**config.mk**
```make
export PLATFORM = sky130hd
export DESIGN_NAME = byte_carry_chain_random_generator
export DESIGN_NICKNAME = d
export VERILOG_FILES = /design/src/rtl/bccrg_pkg.sv /design/src/rtl/byte_carry_chain_random_generator.sv
export SDC_FILE = /design/constraint.sdc
export NUM_CORES = 1
export LEC_CHECK = 0
export ABC_AREA = 1
export BUFFER_PORTS_ARGS = -buffer_cell sky130_fd_sc_hd__buf_2
export CORE_MARGIN = 4
export CORE_UTILIZATION = 56
export CTS_CLUSTER_DIAMETER = 80
export CTS_CLUSTER_SIZE = 25
export DETAILED_ROUTE_END_ITERATION = 8
export PLACE_DENSITY = 0.75
export SETUP_SLACK_MARGIN = 0.3
export SYNTH_ARGS = -nofsm -noshare
export SYNTH_HDL_FRONTEND = slang
export SYNTH_SLANG_ARGS = --single-unit
export TNS_END_PERCENT = 30
```
**constraint.sdc**
```tcl
create_clock -name clk_i -period 5.6 [get_ports clk_i]
set_input_delay 0.28 -clock clk_i [delete_from_list [all_inputs] [get_ports clk_i]]
set_output_delay 0.28 -clock clk_i [all_outputs]
set_load 0.05 [all_outputs]
```
**src/rtl/bccrg_pkg.sv**
```systemverilog
// Package for the carry-chain random byte generator.
// Holds the seed table, request codes and sequencer states; no dependencies.
`default_nettype none

package bccrg_pkg;

  // State size and draw limit for ranged requests
  localparam int unsigned NumBytes = 16;
  localparam int unsigned IdxW     = $clog2(NumBytes);
  localparam int unsigned MaxDraws = 4096;
  localparam int unsigned DrawCntW = $clog2(MaxDraws);

  // Request kinds carried on tuser
  localparam logic ACT_RAW   = 1'b0;
  localparam logic ACT_RANGE = 1'b1;

  // Reset value of the state bytes, byte 0 first
  localparam logic [7:0] SEED_TABLE [NumBytes] = '{
    8'h64, 8'h76, 8'h85, 8'h54, 8'hF6, 8'h5C, 8'h76, 8'h1F,
    8'hE7, 8'h12, 8'hA7, 8'h6B, 8'h93, 8'hC4, 8'h6E, 8'h1B
  };

  // Sequencer states
  typedef enum logic [1:0] {
    ST_IDLE,
    ST_DRAW,
    ST_CHECK,
    ST_DELIVER
  } state_e;

endpackage : bccrg_pkg

`default_nettype wire

```
**src/rtl/byte_carry_chain_random_generator.sv**
```systemverilog
// Top level of the carry-chain random byte generator.
// Depends on bccrg_pkg for the seed table, request codes and states.
`default_nettype none

// One draw walks the carry chain through a single shared 8-bit adder, one state
// byte per cycle from byte 14 down to byte 0, and the check state then tests the
// result. A raw request returns the result of its first draw; an empty or
// single-value range (low bound not below high bound) goes from idle straight
// to the deliver state and returns the low bound without touching the state. A
// ranged request repeats draws until one lands in the bounds, at most 4096
// draws, and returns the low bound if none does. The block takes one request
// at a time; the output register lets it take the next request while a result
// still waits on the master side.
module byte_carry_chain_random_generator (
  input  wire logic        clk_i,
  input  wire logic        rst_ni,
  // request: tdata = {high_bound[15:8], low_bound[7:0]}, tuser = action
  input  wire logic        s_axis_tvalid_i,
  output logic             s_axis_tready_o,
  input  wire logic [15:0] s_axis_tdata_i,
  input  wire logic        s_axis_tuser_i,
  // result: tdata = value[7:0]
  output logic             m_axis_tvalid_o,
  input  wire logic        m_axis_tready_i,
  output logic [7:0]       m_axis_tdata_o
);
  import bccrg_pkg::*;

  state_e               state_q, state_d;
  logic [7:0]           bytes_q [NumBytes];
  logic [IdxW-1:0]      idx_q, idx_d;
  logic [7:0]           sum_q, sum_d;
  logic                 carry_q, carry_d;
  logic [DrawCntW-1:0]  cnt_q, cnt_d;
  logic                 action_q;
  logic [7:0]           low_q, high_q;
  logic [7:0]           result_q, result_d;
  logic                 out_valid_q;
  logic [7:0]           out_data_q;

  logic                 in_xfer;
  logic                 step_en;
  logic [8:0]           add_sum;
  logic [7:0]           new_byte;
  logic                 load_out;

  assign in_xfer = s_axis_tvalid_i && s_axis_tready_o;

  // Shared adder: running sum plus current byte plus carry
  assign add_sum  = {1'b0, sum_q} + {1'b0, bytes_q[idx_q]} + {8'd0, carry_q};
  assign new_byte = add_sum[7:0] + 8'd1;

  // Sequencer
  always_comb begin
    state_d  = state_q;
    idx_d    = idx_q;
    sum_d    = sum_q;
    carry_d  = carry_q;
    cnt_d    = cnt_q;
    result_d = result_q;
    step_en  = 1'b0;
    load_out = 1'b0;
    s_axis_tready_o = (state_q == ST_IDLE);
    case (state_q)
      ST_IDLE: begin
        if (s_axis_tvalid_i) begin
          cnt_d   = '0;
          sum_d   = bytes_q[NumBytes-1];
          carry_d = 1'b0;
          idx_d   = IdxW'(NumBytes - 2);
          if (s_axis_tuser_i == ACT_RANGE &&
              s_axis_tdata_i[7:0] >= s_axis_tdata_i[15:8]) begin
            // empty or single range: answer with the low bound
            result_d = s_axis_tdata_i[7:0];
            state_d  = ST_DELIVER;
          end else begin
            state_d = ST_DRAW;
          end
        end
      end
      ST_DRAW: begin
        step_en = 1'b1;
        sum_d   = add_sum[7:0];
        carry_d = add_sum[8];
        if (idx_q == '0) begin
          result_d = new_byte;
          state_d  = ST_CHECK;
        end else begin
          idx_d = idx_q - 1'b1;
        end
      end
      ST_CHECK: begin
        if (action_q == ACT_RAW) begin
          state_d = ST_DELIVER;
        end else if (result_q >= low_q && result_q <= high_q) begin
          state_d = ST_DELIVER;
        end else if (cnt_q == {DrawCntW{1'b1}}) begin
          // range never hit
          result_d = low_q;
          state_d  = ST_DELIVER;
        end else begin
          cnt_d   = cnt_q + 1'b1;
          sum_d   = bytes_q[NumBytes-1];
          carry_d = 1'b0;
          idx_d   = IdxW'(NumBytes - 2);
          state_d = ST_DRAW;
        end
      end
      ST_DELIVER: begin
        if (!out_valid_q || m_axis_tready_i) begin
          load_out = 1'b1;
          state_d  = ST_IDLE;
        end
      end
      default: begin
        state_d = ST_IDLE;
      end
    endcase
  end

  // Control registers
  always_ff @(posedge clk_i or negedge rst_ni) begin
    if (!rst_ni) begin
      state_q     <= ST_IDLE;
      out_valid_q <= 1'b0;
    end else begin
      state_q <= state_d;
      if (load_out) begin
        out_valid_q <= 1'b1;
      end else if (m_axis_tready_i) begin
        out_valid_q <= 1'b0;
      end
    end
  end

  // State bytes: write back the chain byte, bump byte 15 at the end of a draw
  always_ff @(posedge clk_i or negedge rst_ni) begin
    if (!rst_ni) begin
      for (int i = 0; i < NumBytes; i++) begin
        bytes_q[i] <= SEED_TABLE[i];
      end
    end else if (step_en) begin
      bytes_q[idx_q] <= new_byte;
      if (idx_q == '0) begin
        bytes_q[NumBytes-1] <= bytes_q[NumBytes-1] + 8'd1;
      end
    end
  end

  // Datapath registers
  always_ff @(posedge clk_i) begin
    idx_q    <= idx_d;
    sum_q    <= sum_d;
    carry_q  <= carry_d;
    cnt_q    <= cnt_d;
    result_q <= result_d;
    if (in_xfer) begin
      action_q <= s_axis_tuser_i;
      low_q    <= s_axis_tdata_i[7:0];
      high_q   <= s_axis_tdata_i[15:8];
    end
    if (load_out) begin
      out_data_q <= result_q;
    end
  end

  assign m_axis_tvalid_o = out_valid_q;
  assign m_axis_tdata_o  = out_data_q;

endmodule : byte_carry_chain_random_generator

`default_nettype wire

```
==> impl_metrics.env <==
export IMPL_postCtsHoldBufs=0
export IMPL_portBuffers=30
export IMPL_min_period_ns=4.08
export IMPL_yosysWarnings=0
export IMPL_fin_worst_skew_ns=0.00884
export IMPL_clock_sinks=189
export IMPL_synth_seq_area_share_pct=51.2
export IMPL_area_delta_synth_final_pct=8.79
export IMPL_gp_congestion=0.906
export IMPL_vias=8031
export IMPL_finalHoldViolCount=0
export IMPL_ys_ff_latch=189
export IMPL_detail_route_wl_per_cell_um=17.4
export IMPL_cts_path_max_buffers=2
export IMPL_cts_resized_gates=0
export IMPL_hpwl_mm=17.2
export IMPL_crit_path_max_fanout=49
export IMPL_start_kind="flop"
export IMPL_stdcell_count=1406
export IMPL_grt_setup_unrepaired="false"
export IMPL_synthTopCellsByArea="dfstp_2 18%, edfxtp_1 17%, dfrtp_1 16%"
export IMPL_fin_crit_sh_pct=72.9
export IMPL_setup_viol=0
export IMPL_final_max_slew_viol_count=0
export IMPL_ys_flop_type="dfstp_2"
export IMPL_core_area_sq_um=17400
export IMPL_synth_avg_cell_area_sq_um=8.62
export IMPL_pin_count=31
export IMPL_grt_total_usage_pct=25.4
export IMPL_grt_max_degree=87
export IMPL_status="completed"
export IMPL_dr_pass1_iters=5
export IMPL_final_common_cell="nand2_1"
export IMPL_drt_iter0_drc=718
export IMPL_htreeDepth=4
export IMPL_diodes=0
export IMPL_drt_wl_total_mm=24.4
export IMPL_postRouteAntennaNets=0
export IMPL_async_flop_share_pct=69.3
export IMPL_hp_class="input pin to async pin"
export IMPL_slew_headroom_pct=30.2
export IMPL_setup_tns_final_ns=0
export IMPL_grt_pass1_wl_mm=40.0
export IMPL_mostFrequentLayoutCells="250 x nand2_1, 143 x o21ai_0, 110 x inv_1"
export IMPL_worstMarginPinSlew_ns=1.05
export IMPL_start_util_pct=57.4
export IMPL_fp_dieArea_sq_um=20000
export IMPL_drive_gt1_share_pct=17.3
export IMPL_drv_cap=0
export IMPL_grt_antenna_before_repair=0
export IMPL_gr_total_overflow=0
export IMPL_cts_tree="done"
export IMPL_synth_edf_count=58
export IMPL_grt_pass1_vias=7566
export IMPL_syn_inst=1157
export IMPL_via_per_inst=5.71
export IMPL_die_w_um=141
export IMPL_path_clk_slew_ns=0.07
export IMPL_synth_top_cell_by_area="dfstp_2"
export IMPL_endpoint_kind="flop"
export IMPL_syn_area_sq_um=9970
export IMPL_criticalPathCategory="flop to flop"
export IMPL_cts_root_buffer="clkbuf_16"
export IMPL_clkLatencyLatePin_ns=0.44
export IMPL_syn_num_nets=1223
export IMPL_worst_ep_arrival_time_ns=4.27
export IMPL_final_nets=1234
export IMPL_hold_ws_ns=0.0131
export IMPL_synth_cell_types=45
export IMPL_drc=0
export IMPL_chipHeight_um=141
export IMPL_cts_buffers=17
export IMPL_post_place_cells=1374
export IMPL_worstPathRequired_ns=5.79
export IMPL_rows=48
export IMPL_fmax_mhz=245
export IMPL_synth_top_area_share_pct=17.9
export IMPL_postCtsSetupRepairBufs=0
[cells by family after synthesis]
family | after synthesis | share of synthesized area, %
AOI/OAI and AO/OA | 312 | 17.3
xor gates and xnor gates | 2 | 0.176
adders and majority gates | 45 | 5.80
buffers and inverters | 176 | 7.03
and+or+nand+nor | 433 | 18.5
DFF | 189 | 51.2
[flip-flops by register name, indices dropped and copies added, names as in the netlist]
register,count
bytes_q,128
cnt_q,12
high_q,8
low_q,8
m_axis_tdata_o,8
result_q,8
sum_q,8
idx_q,4
state_q,2
action_q,1
carry_q,1
m_axis_tvalid_o,1
[stage by stage]
step                util, %  setup WS, ns  instance area (sq um)
finish                 62.5          1.52                  10800
global route           62.5          1.15                  10800
CTS                    62.5          1.62                  10800
detailed placement     59.1          1.65                  10300
global placement       59.1          1.77                  10300
floorplan                 -          2.24                   9970
[cell type report]
cell class | instances | area, sq um
Clock inverter | 12 | 135
Inverter | 130 | 489
Timing Repair Buffer | 38 | 213
Sequential cell | 189 | 5100
Clock buffer | 20 | 458
Fill cell | 1473 | 6510
Tap cell | 225 | 282
Multi-Input combinational cell | 792 | 4160
[cell usage after synthesis, drive strengths merged, types with 2 or more instances]
cell type and instances:
nor3 5, nand3 31, edfxtp 58, buf 15, or2 3, a21oi 62, dfstp 68, a22oi 5
o21ai 204, clkbuf 31, xnor2 2, fa 2, inv 127, dfrtp 63, nor2 118, o22ai 27
clkinv 3, nand4 14, o21a 2, ha 43, nand2 258, a31oi 8
[path summary, 6_finish.rpt]
path | from | end | slack [ns] | cells past startpoint
worst min-delay path | rst_ni | bytes_q[53]$_DFFE_PN0P_ | 0.01 | 1
min in group clk_i | s_axis_tdata_i[13] | high_q[5]$_DFFE_PP_ | 0.03 | 1
worst min register to register | result_q[0]$_DFFE_PP_ | m_axis_tdata_o[0]$_DFFE_PP_ | 0.46 | 0
worst max register to register | idx_q[0]$_SDFFCE_PN0P_ | result_q[2]$_DFFE_PP_ | 1.52 | 18
worst max-delay path | idx_q[0]$_SDFFCE_PN0P_ | result_q[2]$_DFFE_PP_ | 1.52 | 18
max in group asynchronous | rst_ni | bytes_q[2]$_DFFE_PN0P_ | 4.39 | 2
[critical path: stages (launching register included)]
cell and delay, ns:
edfxtp_1 0.41, inv_2 0.59, a21oi_1 0.15, o21ai_0 0.11
o21ai_0 0.10, nand2_1 0.06, nand4_1 0.12, fa_1 0.44
inv_1 0.09, fa_1 0.43, inv_1 0.10, ha_1 0.14
inv_1 0.05, nor2_1 0.13, inv_1 0.05, nand2_1 0.51
inv_1 0.13, nand2_1 0.11, a21oi_1 0.08
[per-layer routing]
| metal | up-vias | GRT usage (%) | routed length, um |
|---|---|---|---|
| met5 | - | 0 | 0 |
| met4 | 0 | 7.22 | 503 |
| met3 | 28 | 4.95 | 1690 |
| met2 | 289 | 40.3 | 11400 |
| met1 | 3824 | 35.9 | 10800 |
| li1 | 3890 | - | - |
Power is left out: the tool's default activity adds up to more than one toggle a clock period on the data nets, which glitch-free logic cannot reach.
